[config.mk]
export PLATFORM = sky130hd
export DESIGN_NAME = pcm_float_sample_converter
export DESIGN_NICKNAME = d
export VERILOG_FILES = /design/src/sv/pfsc_pkg.sv /design/src/sv/pcm_float_sample_converter.sv /design/src/sv/pfsc_int2flt.sv /design/src/sv/pfsc_flt2int.sv
export VERILOG_INCLUDE_DIRS = /design/src /design/src/sv
export SDC_FILE = /design/constraint.sdc
export NUM_CORES = 1
export LEC_CHECK = 0
export ABC_AREA = 1
export CORE_MARGIN = 2
export CORE_UTILIZATION = 52
export CTS_CLUSTER_DIAMETER = 60
export CTS_CLUSTER_SIZE = 24
export DETAILED_ROUTE_END_ITERATION = 10
export DONT_BUFFER_PORTS = 1
export PLACE_DENSITY = 0.67
export SKIP_LAST_GASP = 1
export SLEW_MARGIN = 20
export SYNTH_ARGS = -nofsm -noshare
export SYNTH_HDL_FRONTEND = slang
export SYNTH_HIERARCHICAL = 1
export SYNTH_SLANG_ARGS = --single-unit
export TNS_END_PERCENT = 50
[constraint.sdc]
create_clock -name clk -period 11.2 [get_ports clk]
set_clock_uncertainty 0.05 [all_clocks]
set_input_delay 2.24 -clock clk [delete_from_list [all_inputs] [get_ports clk]]
set_output_delay 2.24 -clock clk [all_outputs]
set_load 0.02 [all_outputs]
[src/sv/pcm_float_sample_converter_defines.svh]
// Assertion helpers for the converter top module.
`ifndef PCM_FLOAT_SAMPLE_CONVERTER_DEFINES_SVH
`define PCM_FLOAT_SAMPLE_CONVERTER_DEFINES_SVH
`ifndef SYNTHESIS
`define PFSC_ASSERT(lbl, prop) \
	lbl: assert property (@(posedge clk) disable iff (!arst_n) prop) \
		else $error("pfsc assertion failed");
`define PFSC_ASSERT_NEXT(lbl, a, b) \
	lbl: assert property (@(posedge clk) disable iff (!arst_n) (a) |=> (b)) \
		else $error("pfsc assertion failed");
`else
`define PFSC_ASSERT(lbl, prop)
`define PFSC_ASSERT_NEXT(lbl, a, b)
`endif
`endif

[src/sv/pfsc_pkg.sv]
package pfsc_pkg;

	localparam int WORD_W = 32;

	localparam logic CFG_FORMAT_IS_FLOAT = 1'b0;
	localparam logic CFG_PCM_WIDTH_IS_32 = 1'b1;

	localparam logic [7:0] EXP_ONE = 8'd127;
	localparam logic [7:0] EXP_MAX = 8'd255;
	localparam logic [7:0] EXP_BIAS_I32 = 8'd96;
	localparam logic [7:0] EXP_BIAS_I16 = 8'd112;
	localparam logic [7:0] MUL_SHIFT_BASE = 8'd150;
	localparam logic [14:0] SCALE_I16 = 15'd32767;

	typedef struct packed {
		logic action;
		logic [WORD_W-1:0] sample_word;
		logic last_in;
	} in_t;

	typedef struct packed {
		logic [WORD_W-1:0] result_word;
		logic clamped;
		logic last_out;
	} out_t;

endpackage

[src/sv/pcm_float_sample_converter.sv]
// One sample enters per cycle and its result appears on result with done high once it
// has passed the input register and the result register, with the integer/float
// conversion logic between them. busy is always low and results cannot be held
// off, so the receiver must take every done beat. Config writes take effect on
// the next cycle and should only be made while no sample is in flight.
`include "pcm_float_sample_converter_defines.svh"

module pcm_float_sample_converter (
	input  logic            clk,
	input  logic            arst_n,
	input  logic            start,
	output logic            busy,
	input  pfsc_pkg::in_t   sample_in,
	output logic            done,
	output pfsc_pkg::out_t  result,
	input  logic            cfg_we,
	input  logic            cfg_index,
	input  logic            cfg_data
);

	logic           fmt_float_q;
	logic           width32_q;
	logic           valid_s1;
	pfsc_pkg::in_t  item_s1;
	logic [31:0]    to_flt;
	logic [31:0]    to_int;
	logic           to_int_clamp;
	pfsc_pkg::out_t res_next;

	assign busy = 1'b0;

	always_ff @(posedge clk or negedge arst_n) begin
		if (!arst_n) begin
			fmt_float_q <= 1'b0;
			width32_q <= 1'b0;
		end else if (cfg_we) begin
			case (cfg_index)
				pfsc_pkg::CFG_FORMAT_IS_FLOAT: fmt_float_q <= cfg_data;
				pfsc_pkg::CFG_PCM_WIDTH_IS_32: width32_q <= cfg_data;
				default: ;
			endcase
		end
	end

	always_ff @(posedge clk or negedge arst_n) begin
		if (!arst_n) begin
			valid_s1 <= 1'b0;
			done <= 1'b0;
		end else begin
			valid_s1 <= start && !busy;
			done <= valid_s1;
		end
	end

	always_ff @(posedge clk) begin
		if (start && !busy) begin
			item_s1 <= sample_in;
		end
		if (valid_s1) begin
			result <= res_next;
		end
	end

	pfsc_int2flt u_int2flt (
		.word (item_s1.sample_word),
		.is32 (width32_q),
		.flt  (to_flt)
	);

	pfsc_flt2int u_flt2int (
		.word  (item_s1.sample_word),
		.is32  (width32_q),
		.res   (to_int),
		.clamp (to_int_clamp)
	);

	always_comb begin
		res_next.last_out = item_s1.last_in;
		if (fmt_float_q) begin
			res_next.result_word = item_s1.sample_word;
			res_next.clamped = 1'b0;
		end else if (!item_s1.action) begin
			res_next.result_word = to_flt;
			res_next.clamped = 1'b0;
		end else begin
			res_next.result_word = to_int;
			res_next.clamped = to_int_clamp;
		end
	end

	`PFSC_ASSERT_NEXT(a_accept_to_s1, start && !busy, valid_s1)
	`PFSC_ASSERT_NEXT(a_s1_to_done, valid_s1, done)
	`PFSC_ASSERT(a_clamp_full_scale, done && result.clamped |-> (result.result_word == 32'h7FFFFFFF || result.result_word == 32'h80000001 || result.result_word == 32'h00007FFF || result.result_word == 32'h00008001))
	`PFSC_ASSERT(a_float_no_clamp, done && fmt_float_q |-> !result.clamped)

endmodule

[src/sv/pfsc_int2flt.sv]
module pfsc_int2flt (
	input  logic [31:0] word,
	input  logic        is32,
	output logic [31:0] flt
);

	logic        sgn;
	logic [31:0] mag;
	logic [4:0]  msb;
	logic [31:0] norm;
	logic        rnd_up;
	logic [24:0] sig;
	logic [7:0]  expo;

	always_comb begin
		msb = 5'd0;
		for (int i = 0; i < 32; i++) begin
			if (mag[i]) begin
				msb = 5'(i);
			end
		end
	end

	always_comb begin
		if (is32) begin
			sgn = word[31];
			mag = sgn ? (32'd0 - word) : word;
		end else begin
			sgn = word[15];
			mag = {16'd0, sgn ? (16'd0 - word[15:0]) : word[15:0]};
		end
		norm = mag << (5'd31 - msb);
		rnd_up = norm[7] && ((|norm[6:0]) || norm[8]);
		sig = {1'b0, norm[31:8]} + {24'd0, rnd_up};
		expo = (is32 ? pfsc_pkg::EXP_BIAS_I32 : pfsc_pkg::EXP_BIAS_I16) + {3'd0, msb};
		// Rounding can carry into a new leading bit; the fraction is then zero.
		if (sig[24]) begin
			expo = expo + 8'd1;
		end
		if (mag == 32'd0) begin
			flt = 32'd0;
		end else begin
			flt = {sgn, expo, sig[22:0]};
		end
	end

endmodule

[src/sv/pfsc_flt2int.sv]
module pfsc_flt2int (
	input  logic [31:0] word,
	input  logic        is32,
	output logic [31:0] res,
	output logic        clamp
);

	logic        sgn;
	logic [7:0]  e;
	logic [22:0] f;
	logic        nan;
	logic        over;
	logic [7:0]  me;
	logic [23:0] mm;
	logic [7:0]  sh;
	logic [54:0] p31;
	logic [31:0] mag32;
	logic [38:0] p16;
	logic [39:0] pr16;
	logic        g16;
	logic        lsb16;
	logic        st16;
	logic [15:0] mag16;

	always_comb begin
		sgn = word[31];
		e = word[30:23];
		f = word[22:0];
		nan = (e == pfsc_pkg::EXP_MAX) && (f != 23'd0);
		over = (e > pfsc_pkg::EXP_ONE) || ((e == pfsc_pkg::EXP_ONE) && (f != 23'd0));
		// Out of range values are replaced by exactly one.
		me = over ? pfsc_pkg::EXP_ONE : e;
		mm = over ? 24'h800000 : {e != 8'd0, f};
		sh = pfsc_pkg::MUL_SHIFT_BASE - me;

		p31 = {mm, 31'd0} - {31'd0, mm};
		mag32 = (sh >= 8'd55) ? 32'd0 : 32'(p31 >> sh);

		// Product by 32767 is rounded to 24 significant bits before truncation.
		p16 = {15'd0, mm} * {24'd0, pfsc_pkg::SCALE_I16};
		if (p16[38]) begin
			lsb16 = p16[15];
			g16 = p16[14];
			st16 = |p16[13:0];
			pr16 = {1'b0, p16[38:15], 15'd0} +
				((g16 && (st16 || lsb16)) ? 40'h8000 : 40'd0);
		end else begin
			lsb16 = p16[14];
			g16 = p16[13];
			st16 = |p16[12:0];
			pr16 = {1'b0, p16[38:14], 14'd0} +
				((g16 && (st16 || lsb16)) ? 40'h4000 : 40'd0);
		end
		mag16 = (sh >= 8'd40) ? 16'd0 : 16'(pr16 >> sh);

		if (nan) begin
			res = 32'd0;
		end else if (is32) begin
			res = sgn ? (32'd0 - mag32) : mag32;
		end else begin
			res = {16'd0, sgn ? (16'd0 - mag16) : mag16};
		end
		clamp = over && !nan;
	end

endmodule

==> flow_metrics.tcl, run 1 <==
set metrics [dict create \
    status "completed" \
    ff2ff_path_depth 57 \
    port_buffers 0 \
    synthesis.instances 4470 \
    num_rows 80 \
    cts_made_buffers 9 \
    grt_max_degree 82 \
    holdBufCountCts 0 \
    h-tree-depth 3 \
    reg2reg_to "result[4]" \
    worstMarginPinSlew_ns 0.992 \
    dp.final_hpwl_um 82100 \
    yosys.area.top_type "nand2_1" \
    period_needed_ns 10.69 \
    root_buffer "clkbuf_16" \
    die_h_um 225 \
    final_layout_size_suffix_gt1_frac 0.0580 \
    core-area_um2 47900 \
    place_ws_ns 0.195 \
    yosysWarnings 6 \
    vias 29340 \
    grt_overflow 0 \
    netlist_area_um2 25400 \
    cp_data_required_time_ns 11.38 \
    critPathLaunch "item_s1[19]" \
    cts_buffer_depth 2 \
    io_pins 76 \
    final_net_count 4728 \
    clock_sinks 72 \
    synth-edff-count 68 \
    multiInputGateArea_um2 19800 \
    track_usage 0.395 \
    ant_nets 0 \
    postSynthAreaPerCell_um2 5.68 \
    synthesis.nets 4810 \
    ys_seq_area_frac 0.0844 \
    avgRoutedWirePerCell_um 20.0 \
    drt_iter0_drc 4664 \
    finalMaxSlewViolations 0 \
    cp_max_fo 12 \
    max_stage_delay_ns 0.55 \
    rr_startpoint "item_s1[19]" \
    max_freq_mhz 93.5 \
    viasPerCell 5.85 \
    cts_tree "done" \
    arrival_ns 10.87 \
    num-fill-cells 5212 \
    clk_latency_ns 0.36 \
    synth_area_leaders "nand2_1 22%, nand3_1 18%, fa_1 13%" \
    antenna_found_initial 9 \
    synth.top_cell.area_share 0.218 \
    maxCapViolations 0 \
    grt_first_pass_wirelength_um 154000 \
    yosysMostFrequentCell "nand2_1" \
    die_w_um 225 \
    drc 0 \
    synth.distinct_cells 65 \
    setup_ws_ns 0.510 \
    clkTransAtPathRegs_ns 0.07 \
    crit_cells 57 \
    seqCellArea_um2 2140 \
    area_delta_synth_final_pct 3.49 \
    crit_end "result[4]" \
    cp-start-kind "flop" \
    die-area_um2 50600 \
    cp-end-kind "flop" \
    hold_viol_final 0 \
    crit_family "simple AND/OR/NAND/NOR gates" \
    worstPathBufferInverterCount 10 \
    start_util 0.529 \
    ys_seq_elements 72 \
    firstDrtPassIters 7 \
    hold_class "reg2reg" \
    place_congestion 1.04 \
    finalSetupViolCount 0 \
    path_class "reg2reg" \
    synthArstFlopShare 0.0556 \
    regToRegSetupSlack_ns 0.51 \
    relSlewSlack 0.338 \
    synthTopCellsByCount "1472 x nand2_1, 888 x nand3_1, 698 x inv_1, 340 x nor2_1, 170 x fa_1" \
    cp_common_cell "nand3_1" \
    first_global_vias 26077 \
    synthFlopType "edfxtp_1" \
    min_period_over_period 0.955 \
    crit_slowest_cell "fa_1" \
    drt-total-wl_um 100000 \
]
## per-stage QoR
stage,setup TNS [ns],util,cells,area (um^2),hold WS (ns)
6_report,0,0.548,5013,26300,0.368
5_1_grt,-0.187,0.548,5011,26300,0.387
4_1_cts,0,0.544,5002,26100,0.367
3_5_place_dp,0,0.538,4986,25800,0.350
3_3_place_gp,0,0.538,4986,25800,0.344
2_1_floorplan,0,-,4470,25400,0.350
## worst min path at each step
stage | from | endpoint | cells after the start
6_report | valid_s1 | done | 0
5_1_grt | valid_s1 | done | 0
4_1_cts | valid_s1 | done | 0
3_5_place_dp | valid_s1 | done | 0
3_3_place_gp | valid_s1 | done | 0
2_1_floorplan | item_s1[0] | result[0] | 0
## state kept, by name, summed over array words and instances, names as in the netlist
signal and count:
done 1, fmt_float_q 1, item_s1 34, result 34
valid_s1 1, width32_q 1
## repair_timing
item	CTS	global route
setup endpoints to repair	0	15
gates resized for setup	0	42
buffers inserted	0	6
## kinds of logic after synthesis
| logic type | after synthesis | synth area share |
|---|---|---|
| flops | 72 | 0.0844 |
| simple gates | 2924 | 0.506 |
| fa+ha+maj | 300 | 0.198 |
| buf+inv | 897 | 0.142 |
| compound gates | 224 | 0.0505 |
| other cells | 1 | 0.000148 |
| xor+xnor | 52 | 0.0185 |
## cell type report
type / count / share of cell area
inverters: 739 / 0.106
clock inverters: 7 / 0.00233
repair buffers: 65 / 0.0186
well taps: 615 / 0.0293
diodes: 5 / 0.000476
clock buffers: 9 / 0.00858
flip-flops and latches: 72 / 0.0816
multi-input cells: 3501 / 0.753
## metal layers
layer	global-route usage	routed length, um
met5	0	52
met4	0.132	3890
met3	0.0900	11800
met2	0.549	39900
met1	0.596	44800
## cells in the final DEF (no fill, tap or decap), types with 33 or more instances in the layout
cell type  instances
a21oi_1           88
buf_4             65
edfxtp_1          68
fa_1             168
ha_1             126
inv_1            695
inv_2             37
nand2_1         1464
nand3_1          887
nand4_1           77
nor2_1           326
nor2_2            33
nor3_1            33
o21ai_0           71
xor2_1            33
Power of run 1 is not shown: default switching activity piles up to over one toggle a cycle in this logic, so the estimate is an artifact.
==> run 2: changes to the inputs <==
--- a/config.mk
+++ b/config.mk
@@ -9,6 +9,7 @@
 export ABC_AREA = 1
 export CORE_MARGIN = 2
 export CORE_UTILIZATION = 52
+export CTS_BUF_LIST = sky130_fd_sc_hd__clkbuf_2 sky130_fd_sc_hd__clkbuf_4 sky130_fd_sc_hd__clkbuf_8
 export CTS_CLUSTER_DIAMETER = 60
 export CTS_CLUSTER_SIZE = 24
 export DETAILED_ROUTE_END_ITERATION = 10
==> constraint.sdc (replaced) <==
create_clock -name clk -period 13.5 [get_ports clk]
set_clock_uncertainty 0.05 [all_clocks]
set_input_delay 2.7 -clock clk [delete_from_list [all_inputs] [get_ports clk]]
set_output_delay 2.7 -clock clk [all_outputs]
set_load 0.02 [all_outputs]
==> run 2 against run 1 <==
Against the previous run:
- sequential share of layout area grew 0.15 points
- maximum frequency down 6.2%
- design area fell by 1.8%
- critical path type unchanged
- critical endpoint unchanged
- highest routed layer unchanged
==> flow_metrics.tcl, run 2 (synthesis results as in run 1) <==
set metrics [dict create \
    stdcell_area_um2 25800 \
    area_delta_synth_final_pct 1.62 \
    final_layout_size_suffix_gt1_frac 0.0423 \
    hold_viol_final 0 \
    cts_resized 0 \
    finalMaxSlewViolations 0 \
    firstDrtPassIters 7 \
    cp-start-kind "flop" \
    wl_met2_um 39600 \
    arrival_ns 11.62 \
    post_cts_buffers 0 \
    holdBufCountCts 0 \
    cp_max_fo 17 \
    placed_area_um2 25500 \
    drt-total-wl_um 99500 \
    num_rows 80 \
    grt_overflow 0 \
    dp.final_hpwl_um 81700 \
    vias 29182 \
    status "completed" \
    cts_tree "done" \
    layout_common_cells "1471 x nand2_1, 888 x nand3_1, 696 x inv_1, 340 x nor2_1, 170 x fa_1" \
    crit_slowest_cell "fa_1" \
    wl_met1_um 44500 \
    antenna_found_initial 15 \
    grt_max_degree 86 \
    maxCapViolations 0 \
    top_layer "met5" \
    core-area_um2 47900 \
    drc 0 \
    path_class "reg2reg" \
    h-tree-depth 3 \
    finalSetupViolCount 0 \
    clk_latency_ns 0.39 \
    worstMarginPinSlew_ns 1.05 \
    die_w_um 225 \
    fin_setup_tns_ns 0 \
    final_net_count 4687 \
    start_util 0.529 \
    clock_sinks 72 \
    max_stage_delay_ns 0.65 \
    clkTransAtPathRegs_ns 0.12 \
    max_freq_mhz 87.7 \
    cp-end-kind "flop" \
    grt_first_pass_wirelength_um 153000 \
    whs_ns 0.382 \
    final_common_cell "nand2_1" \
    cp_data_required_time_ns 13.72 \
    routed-wl-met3_um 11700 \
    viasPerCell 5.86 \
    relSlewSlack 0.290 \
    place_congestion 1.01 \
    first_global_vias 26022 \
    cts_made_buffers 9 \
    cts_buffer_depth 2 \
    avgRoutedWirePerCell_um 20.0 \
    rsz0062_at_grt "no" \
    die-area_um2 50600 \
    top_regs "item_s1: 34 flops, result: 34 flops" \
    io_pins 76 \
    period_needed_ns 11.40 \
    hold_class "reg2reg" \
    drt_iter0_drc 4394 \
    track_usage 0.391 \
    port_buffers 0 \
    min_period_over_period 0.844 \
    root_buffer "clkbuf_8" \
    die_h_um 225 \
    ant_nets 0 \
]
==> run 2: cell count changes in the layout (fill, tap and decap cells not counted), sizes merged <==
| cell | delta |
|---|---|
| inv | -2 |
| diode | +5 |
| clkinv | +2 |
| clkinvlp | -2 |
| bufinv | +2 |
| buf | -41 |
==> run 2: final timing paths <==
kind | from | cells past startpoint | slack (ns) | end
setup reg to reg | item_s1[10] | 56 | 2.10 | result[4]
max in group asynchronous | arst_n | 0 | 11.38 | width32_q
min in group asynchronous | arst_n | 0 | 1.93 | done
setup / recovery | item_s1[10] | 56 | 2.10 | result[4]
hold reg to reg | item_s1[0] | 0 | 0.38 | result[0]
hold / removal | item_s1[0] | 0 | 0.38 | result[0]
==> run 2: layout make-up <==
cell class	instances	area [um^2]
Antenna cell	10	25.0
Clock buffer	9	124
Clock inverter	7	103
Fill cell	5235	22200
Inverter	739	2790
Multi-Input combinational cell	3501	19700
Sequential cell	72	2140
Tap cell	615	769
Timing Repair Buffer	24	180
==> run 2: worst max-delay path: cells and delay by family, from the launching register on <==
kind / cells / cell delay (ns)
buffers and inverters: 11 / 0.98
and+or+nand+nor: 30 / 4.46
DFF: 1 / 0.53
AOI/OAI and AO/OA: 2 / 0.59
adders and majority gates: 11 / 4.34
xor gates and xnor gates: 2 / 0.36
==> run 2: stage by stage <==
stage | instances | util | setup WS, ns
after floorplan | 4470 | - | 4.22
after global placement | 4951 | 0.533 | 2.31
after detailed placement | 4951 | 0.533 | 2.32
after CTS | 4967 | 0.537 | 2.30
after global routing | 4970 | 0.537 | 1.36
final | 4977 | 0.538 | 2.10
==> run 2: per-layer routing <==
metal,GRT usage,vias up
met1,0.590,13375
met3,0.0892,199
met5,0,-
met2,0.543,1659
met4,0.127,12
li1,-,13937
Power of run 2 is left out for the same reason.
